### config.mk
export PLATFORM = sky130hd
export DESIGN_NAME = lru_container_cache_lookup
export DESIGN_NICKNAME = d
export VERILOG_FILES = /design/src/rtl/lcc_pkg.sv /design/src/rtl/lcc_cell.sv /design/src/rtl/lru_container_cache_lookup.sv
export SDC_FILE = /design/constraint.sdc
export NUM_CORES = 2
export LEC_CHECK = 0
export BUFFER_PORTS_ARGS = -buffer_cell sky130_fd_sc_hd__buf_2
export CAP_MARGIN = 20
export CORE_MARGIN = 5
export CORE_UTILIZATION = 57
export DETAILED_ROUTE_END_ITERATION = 16
export PLACE_DENSITY = 0.71
export SLEW_MARGIN = 20
export SYNTH_ARGS = -nofsm -noshare
export SYNTH_HDL_FRONTEND = slang
export SYNTH_SLANG_ARGS = --single-unit
### constraint.sdc
create_clock -name clk -period 11.1 [get_ports clk]
set_input_delay 0.555 -clock clk [delete_from_list [all_inputs] [get_ports clk]]
set_output_delay 0.555 -clock clk [all_outputs]
set_load 0.03 [all_outputs]
### src/rtl/lcc_pkg.sv
// Shared types, constants and helpers for the LRU container tag cache.
`default_nettype none

package lcc_pkg;

  // Number of entries in the cache, one cell per recency position.
  localparam int ENTRIES    = 8;
  localparam int SLOT_W     = (ENTRIES > 1) ? $clog2(ENTRIES) : 1;
  localparam int TAG_W      = 64;
  localparam int OUT_SLOT_W = 3;

  // Contents of one recency position: the physical slot found there,
  // its valid bit and its tag.
  typedef struct packed {
    logic              valid;
    logic [SLOT_W-1:0] slot;
    logic [TAG_W-1:0]  tag;
  } cell_state_t;

  // Per-cycle commands from the sequencer to every cell.
  typedef struct packed {
    logic cmp_en;
    logic move_en;
  } cell_ctrl_t;

  // Sequencer states.
  typedef enum logic [2:0] {
    ST_IDLE = 3'b001,
    ST_CMP  = 3'b010,
    ST_MOVE = 3'b100
  } state_t;

  // The reported slot is the low three bits of the physical slot number.
  function automatic logic [OUT_SLOT_W-1:0] to_out_slot(input logic [SLOT_W-1:0] s);
    logic [SLOT_W+OUT_SLOT_W-1:0] ext;
    ext = {{OUT_SLOT_W{1'b0}}, s};
    return ext[OUT_SLOT_W-1:0];
  endfunction

endpackage

`default_nettype wire

### src/rtl/lcc_cell.sv
// One recency position of the cache: tag compare and move-to-front shift.
`default_nettype none

module lcc_cell
  import lcc_pkg::*;
(
  input  wire logic              clk,
  input  wire logic              rst,
  input  wire logic [SLOT_W-1:0] init_slot,
  input  wire cell_ctrl_t        ctrl,
  input  wire logic [TAG_W-1:0]  key,
  input  wire cell_state_t       prev,
  input  wire logic              sel_in,
  output cell_state_t            cur,
  output logic                   match_q,
  output logic                   sel_out
);

  // This position shifts when the moved entry sits here or further back.
  assign sel_out = match_q | sel_in;

  // Compare result is held until the move cycle.
  always_ff @(posedge clk) begin
    if (rst) begin
      match_q <= 1'b0;
    end else if (ctrl.cmp_en) begin
      match_q <= cur.valid && (cur.tag == key);
    end
  end

  // Valid bit, slot number and tag take the neighbor's values on a shift.
  always_ff @(posedge clk) begin
    if (rst) begin
      cur.valid <= 1'b0;
      cur.slot  <= init_slot;
      cur.tag   <= '0;
    end else if (ctrl.move_en && sel_out) begin
      cur.valid <= prev.valid;
      cur.slot  <= prev.slot;
      cur.tag   <= prev.tag;
    end
  end

endmodule

`default_nettype wire

### src/rtl/lru_container_cache_lookup.sv
// Top level of the LRU container tag cache: sequencer, cell chain and result register.
//
//   channel | direction | handshake          | payload
//   --------+-----------+--------------------+------------------------------------------
//   in      | input     | in_valid/in_stall  | key_tag[63:0]
//   out     | output    | out_valid/out_stall| hit, slot[2:0], evicted_valid, evicted_tag
//
// A lookup goes through the capture of the key, the parallel tag compare in
// every cell, and the move, in which the cells from the front back to the used
// entry shift one position toward the back and the front cell takes that entry.
// The move waits while an earlier result is still stalled in the output register.
// Reset clears all valid bits and puts slot i at position i.
// in_stall is high except while the sequencer is idle.
`default_nettype none

module lru_container_cache_lookup
  import lcc_pkg::*;
(
  input  wire logic                  clk,
  input  wire logic                  rst,
  input  wire logic                  in_valid,
  output logic                       in_stall,
  input  wire logic [TAG_W-1:0]      key_tag,
  output logic                       out_valid,
  input  wire logic                  out_stall,
  output logic                       hit,
  output logic [OUT_SLOT_W-1:0]      slot,
  output logic                       evicted_valid,
  output logic [TAG_W-1:0]           evicted_tag
);

  state_t             state, state_next;
  logic [TAG_W-1:0]   key_q;
  logic               in_fire, move_go;
  cell_ctrl_t         ctrl;
  cell_state_t        cells [ENTRIES];
  logic [ENTRIES-1:0] match_vec;
  logic [ENTRIES-1:0] sel_vec;
  logic               any_hit;
  logic [SLOT_W-1:0]  hit_slot;
  cell_state_t        front;
  cell_state_t        last;

  assign in_stall = (state != ST_IDLE);
  assign in_fire  = in_valid && !in_stall;
  assign move_go  = (state == ST_MOVE) && (!out_valid || !out_stall);

  assign ctrl.cmp_en  = (state == ST_CMP);
  assign ctrl.move_en = move_go;

  // Sequencer.
  always_comb begin
    state_next = state;
    case (state)
      ST_IDLE: if (in_fire) state_next = ST_CMP;
      ST_CMP:  state_next = ST_MOVE;
      ST_MOVE: if (move_go) state_next = ST_IDLE;
      default: state_next = ST_IDLE;
    endcase
  end

  always_ff @(posedge clk) begin
    if (rst) begin
      state <= ST_IDLE;
    end else begin
      state <= state_next;
    end
  end

  // Key register for the transaction in flight.
  always_ff @(posedge clk) begin
    if (in_fire) begin
      key_q <= key_tag;
    end
  end

  // Hit detection and the slot of the matching entry (at most one matches).
  assign any_hit = |match_vec;
  assign last    = cells[ENTRIES-1];

  always_comb begin
    hit_slot = '0;
    for (int i = 0; i < ENTRIES; i++) begin
      if (match_vec[i]) hit_slot = hit_slot | cells[i].slot;
    end
  end

  // The entry that lands at the front: the hit entry, or the oldest one refilled.
  always_comb begin
    front.valid = 1'b1;
    front.slot  = any_hit ? hit_slot : last.slot;
    front.tag   = key_q;
  end

  // Chain of cells, position 0 at the front.
  for (genvar g = 0; g < ENTRIES; g++) begin : g_cell
    cell_state_t prev_g;
    logic        sel_in_g;

    if (g == 0) begin : g_head
      assign prev_g = front;
    end else begin : g_body
      assign prev_g = cells[g-1];
    end

    if (g == ENTRIES - 1) begin : g_tail
      assign sel_in_g = !any_hit;
    end else begin : g_mid
      assign sel_in_g = sel_vec[g+1];
    end

    lcc_cell u_cell (
      .clk       (clk),
      .rst       (rst),
      .init_slot (SLOT_W'(g)),
      .ctrl      (ctrl),
      .key       (key_q),
      .prev      (prev_g),
      .sel_in    (sel_in_g),
      .cur       (cells[g]),
      .match_q   (match_vec[g]),
      .sel_out   (sel_vec[g])
    );
  end

  // Result register.
  always_ff @(posedge clk) begin
    if (rst) begin
      out_valid <= 1'b0;
    end else if (move_go) begin
      out_valid <= 1'b1;
    end else if (!out_stall) begin
      out_valid <= 1'b0;
    end
  end

  always_ff @(posedge clk) begin
    if (move_go) begin
      hit           <= any_hit;
      slot          <= to_out_slot(front.slot);
      evicted_valid <= !any_hit && last.valid;
      evicted_tag   <= (!any_hit && last.valid) ? last.tag : '0;
    end
  end

  // A tag is stored at most once, so at most one cell matches.
  a_single_match: assert property (@(posedge clk) disable iff (rst)
    (state == ST_MOVE) |-> $onehot0(match_vec))
    else $error("more than one cell matched the key");

  // A hit never reports an eviction.
  a_hit_no_evict: assert property (@(posedge clk) disable iff (rst)
    (out_valid && hit) |-> !evicted_valid)
    else $error("eviction reported on a hit");

  // After a move the front cell holds a valid entry with the looked-up key.
  a_front_valid: assert property (@(posedge clk) disable iff (rst)
    move_go |=> (cells[0].valid && (cells[0].tag == $past(key_q))))
    else $error("front cell does not hold the looked-up key");

  // A result register is loaded only by a move.
  a_out_from_move: assert property (@(posedge clk) disable iff (rst)
    $rose(out_valid) |-> $past(state == ST_MOVE))
    else $error("result appeared without a move cycle");

endmodule

`default_nettype wire

**Word level (Yosys, flattened, before mapping)**

Cells that the tools add are included.

- Flip-flop bits (word level): 689
- Logic and storage cells: 109
- Input port bits: 68

- Reduce and logical (&&, ||, !) cells: 26
- Equal/unequal tests: 15
- Bitwise gates (word level): 15
- Muxes and demuxes: 14

Operator list:

| operator | number |
|---|---|
| $eq A64 B64 Y1 | 8 |
| $mux W3 | 11 |
| $or A3 B3 Y3 | 7 |
| $logic_and A1 B1 Y1 | 19 |
| $pmux W3 S3 | 1 |
| $or A1 B1 Y1 | 8 |
| $reduce_or A8 Y1 | 1 |
| $logic_not A1 Y1 | 4 |
| $ne A2 B2 Y1 const B | 2 |
| $eq A3 B1 Y1 const B | 1 |
| $eq A3 B2 Y1 const B | 1 |
| $eq A3 B3 Y1 const B | 1 |
| $ne A3 B1 Y1 const B | 1 |
| $mux W1 | 2 |
| $ne A2 B1 Y1 const B | 1 |
| $reduce_and A2 Y1 | 1 |
| $logic_or A1 B1 Y1 | 1 |

**Longest topological paths before layout**

- Depth in word-level cells: 16
- Gate-level depth with buffers: 10
- Depth with buffers taken out: 6

**Hierarchy**

A second synthesis with hierarchy kept.

- Cells, all modules: 3490
- Area, all modules: 30173.9 um2

Modules (own cells, without submodules):

| module | cells an instance | instances | area each (um2) |
|---|---|---|---|
| lcc_cell | 405 | 8 | 3170.5 |
| lru_container_cache_lookup | 250 | 1 | 4809.6 |

**Least setup slack after synthesis**

No wires, ideal clock.

- Path kind: input -> register
- From: in out_stall
- To: reg evicted_tag[0], enable pin
- Path buffers: 2
- Arrival: 3301 ps
- Path slack: 7339 ps
- Stages on the path: 5
- Path through: nand2_1 > nand3_1 > inv_2 > clkbuf_1 > clkbuf_1

- Longest elaborated chain between the ends: 3

RTL lines:

| what | RTL line | text |
|---|---|---|
| start, declared | lru_container_cache_lookup.sv:25 | `input wire logic out_stall,` |
| $logic_not A1 Y1 | n/a |  |
| $logic_or A1 B1 Y1 | lru_container_cache_lookup.sv:46 | `assign move_go = (state == ST_MOVE) && (!out_valid \|\| !out_stall);` |
| $logic_and A1 B1 Y1 | lru_container_cache_lookup.sv:46 |  |
| net move_go | lru_container_cache_lookup.sv:34 | `logic in_fire, move_go;` |
| end signal, assigned | lru_container_cache_lookup.sv:142 | `evicted_tag <= (!any_hit && last.valid) ? last.tag : '0;` |
| end, declared | lru_container_cache_lookup.sv:29 | `output logic [TAG_W-1:0] evicted_tag` |

The timed path passes the listed nets, and every way through them passes these cells.
A chain may end at the register's enable or synchronous reset.

**Worst setup path in the final report**

- From: reg state[2]
- To: reg g_cell[5].u_cell.cur[34] (netlist name)

- Longest elaborated chain between the ends: 3

RTL lines:

| what | RTL line | text |
|---|---|---|
| start, declared | lru_container_cache_lookup.sv:32 | `state_t state, state_next;` |
| start signal, assigned | lru_container_cache_lookup.sv:66 | `state <= state_next;` |
| $eq A3 B3 Y1 | lru_container_cache_lookup.sv:46 |  |
| $logic_and A1 B1 Y1 | lru_container_cache_lookup.sv:46 |  |
| $logic_and A1 B1 Y1 | lcc_cell.sv:37 | `end else if (ctrl.move_en && sel_out) begin` |
| end, declared | lcc_cell.sv:14 | `output cell_state_t cur,` |

No other way between the ends.

==> reports/qor.csv <==
metric;value;unit
Comb power frac;5.0;%
Max transition margin;19.8;%
Port Buf Inserts;138;
Die ar.;56900;sq um
RSZ-0062 raised after global routing;no;
top sig layer;met4;
final instance area;33200;sq um
synthesis-stage register bit count;689;
DP HPWL;77300;um
gp weighted congestion;1.04;
period utilization;30.1;%
Peak Freq;299;MHz
clock skew;0.0218;ns
Psw;1.28;mW
CORE AREA;51500;sq um
status;finished, final reports clean;
final setup fails;0;
YS warnings;0;
Setup WS pre-CTS;7.59;ns
VDD IR-drop max;0.145;mV
Layout area overhead;11.6;%
Inserted Clock Buffers;73;
Post-synth EDFFs;133;
number of global-route vias before repair;23912;
asr flop ratio synth;0;%
top cell type's share of synthesized area;37.4;%
Seq/Total Area, Yosys;50.8;%
Post-Syn Nets;3566;
TritonCTS clock tree;done;
wl on met1;41500;um
Antenna Nets Post-Route;0;
postcts setup bufs;0;
Sw Share;23.7;%
DRC viols;0;
CTS Hold Bufs;0;
fin crit period;3.34;ns
Initial Utilization;57.8;%
DRT Pass-1 Iters;6;
Post-Synthesis Cells;3498;
share of cells above drive strength 1;8.92;%
Clock power frac;46.1;%
area leader, netlist;dfxtp_1;
die extent in y;239;um
worst-margin pin slew;1.20;ns
Worst-Skew Late Latency;0.63;ns
initial antenna violation count;2;
Design Power;5.41;mW
WL/cell;24.7;um
die width;239;um
top cells by count, synth;nand2_1 (1,091), dfxtp_1 (556), a21oi_1 (533), xnor2_1 (277), clkbuf_1 (206);
most numerous cell in the Yosys netlist;nand2_1;
Clock Tree Buf Depth;3;
vias;25064;
Post-Syn Area;29800;sq um
setup ws final;7.76;ns
Cell Pwr Density;163;nW/um^2
Crit path required time;11.64;ns
Post-Place Cells;4110;
CP arrival;3.88;ns
H-tree levels;3;
Fin. Hold Viols;0;
clock root cell;clkbuf_16;
metal2 WL;45200;um
sequential share of power;48.9;%
Slew Limit Fails;0;
via/cell ratio;5.91;
Startpoint Class;flop;
Routed WL;105000;um
max capacitance violation total;0;
placed cell areas;30800;sq um
# nets final;3573;
first-pass GRT wire length;153000;um
GRT overflow;0;
largest net degree at the start of global routing;113;
clk sinks;689;
Crit Path Category;flop to flop;
ys flop type;dfxtp_1;
Synth cell types;53;
Ports;139;
post-CTS resize count;0;
1st-iter DRT viols;2715;
Clock transition at path regs;0.06;ns
Hold WC Path Type;primary input to flop;
CP max FO;78;
GRT Util Overall;36.0;%
setup TNS;0;ns
WL met3;8030;um
Placement Rows;83;
CP Capture Type;flop;
top post-synthesis cells by area;dfxtp_1 (37%), nand2_1 (14%), edfxtp_1 (13%), a21oi_1 (9.0%), xnor2_1 (8.1%);
n_diodes;0;
Leak;10.5;nW
Finished Layout Cells;4244;
Internal Power;4.12;mW
syn avg cell area;8.51;sq um
## sequential cells by signal, indices dropped and copies added, names as in the netlist
signal	count
evicted_tag	64
hit	1
out_valid	1
key_q	64
g_cell.u_cell.match_q	8
evicted_valid	1
g_cell.u_cell.cur	544
state	3
slot	3
## cells in the final DEF (no fill, tap or decap), drive strengths merged, types with 3 or more instances in the layout
cell,count
a22oi,6
and2,66
xnor2,277
clkbuf,102
nor4,55
a21oi,533
o22ai,19
a211o,3
nand2b,63
a222oi,4
a221o,3
buf,183
dfxtp,556
bufinv,6
o21ai,8
a2111o,4
a221oi,6
nand4,78
nor2,24
o2111ai,23
o2bb2ai,10
xor2,114
o31ai,4
inv,74
nor2b,18
clkinv,18
o221ai,11
edfxtp,133
nand2,1091
nand3,12
nor3,10
nand3b,9
a22o,12
a2111oi,10
## final cells by class
class,instances,area [sq um]
inverter,67,256
timing repair buffer,183,1040
multi-input combinational,2491,13500
fill,4489,18300
sequential,689,15100
tap,680,851
clock inverter,32,352
clock buffer,102,2100
## power groups by stage
| stage | Combinational, mW | Sequential, mW | Clock (mW) |
|---|---|---|---|
| after floorplan | 0.184 | 2.63 | 0 |
| after global placement | 0.261 | 2.69 | 0 |
| after detailed placement | 0.264 | 2.69 | 0 |
| after CTS | 0.264 | 2.64 | 2.52 |
| after global routing | 0.278 | 2.64 | 2.62 |
| final | 0.272 | 2.64 | 2.49 |
## metal layers
metal	GRT usage [%]	up-vias
met5	0	-
met4	27.8	0
met3	5.76	314
met2	54.1	1220
met1	46.6	11863
li1	-	11667
## through the flow
step	utilization, %	hold WS, ns
2_1_floorplan	-	0.441
4_1_cts	64.5	0.0809
3_5_place_dp	59.7	0.463
3_3_place_gp	59.7	0.454
5_1_grt	64.5	0.0844
6_report	64.5	0.101
## final timing paths
kind,cells past startpoint,start,slack [ns],to
setup / recovery,8,state[2],7.76,g_cell[5].u_cell.cur[34]
hold / removal,1,key_tag[8],0.10,key_q[8]
setup reg to reg,8,state[2],7.76,g_cell[5].u_cell.cur[34]
hold reg to reg,2,g_cell[3].u_cell.cur[66],0.47,g_cell[3].u_cell.cur[66]
## cells by family after synthesis
| group | Yosys count | synth area share [%] |
|---|---|---|
| simple gates | 1434 | 20.8 |
| flops | 689 | 50.8 |
| compound gates | 666 | 12.7 |
| xor+xnor | 391 | 11.5 |
| buf+inv | 318 | 4.23 |
## critical path, stage by stage, from the launching register on
cell and delay, ns:
dfxtp_1 0.39, nor2b_1 0.22, nand3_2 0.14, inv_6 0.48, buf_4 0.78, o21a_2 0.41, buf_4 0.50, nand2_1 0.13
a21oi_1 0.16
Note: power is estimated with default switching activity, not from simulation.
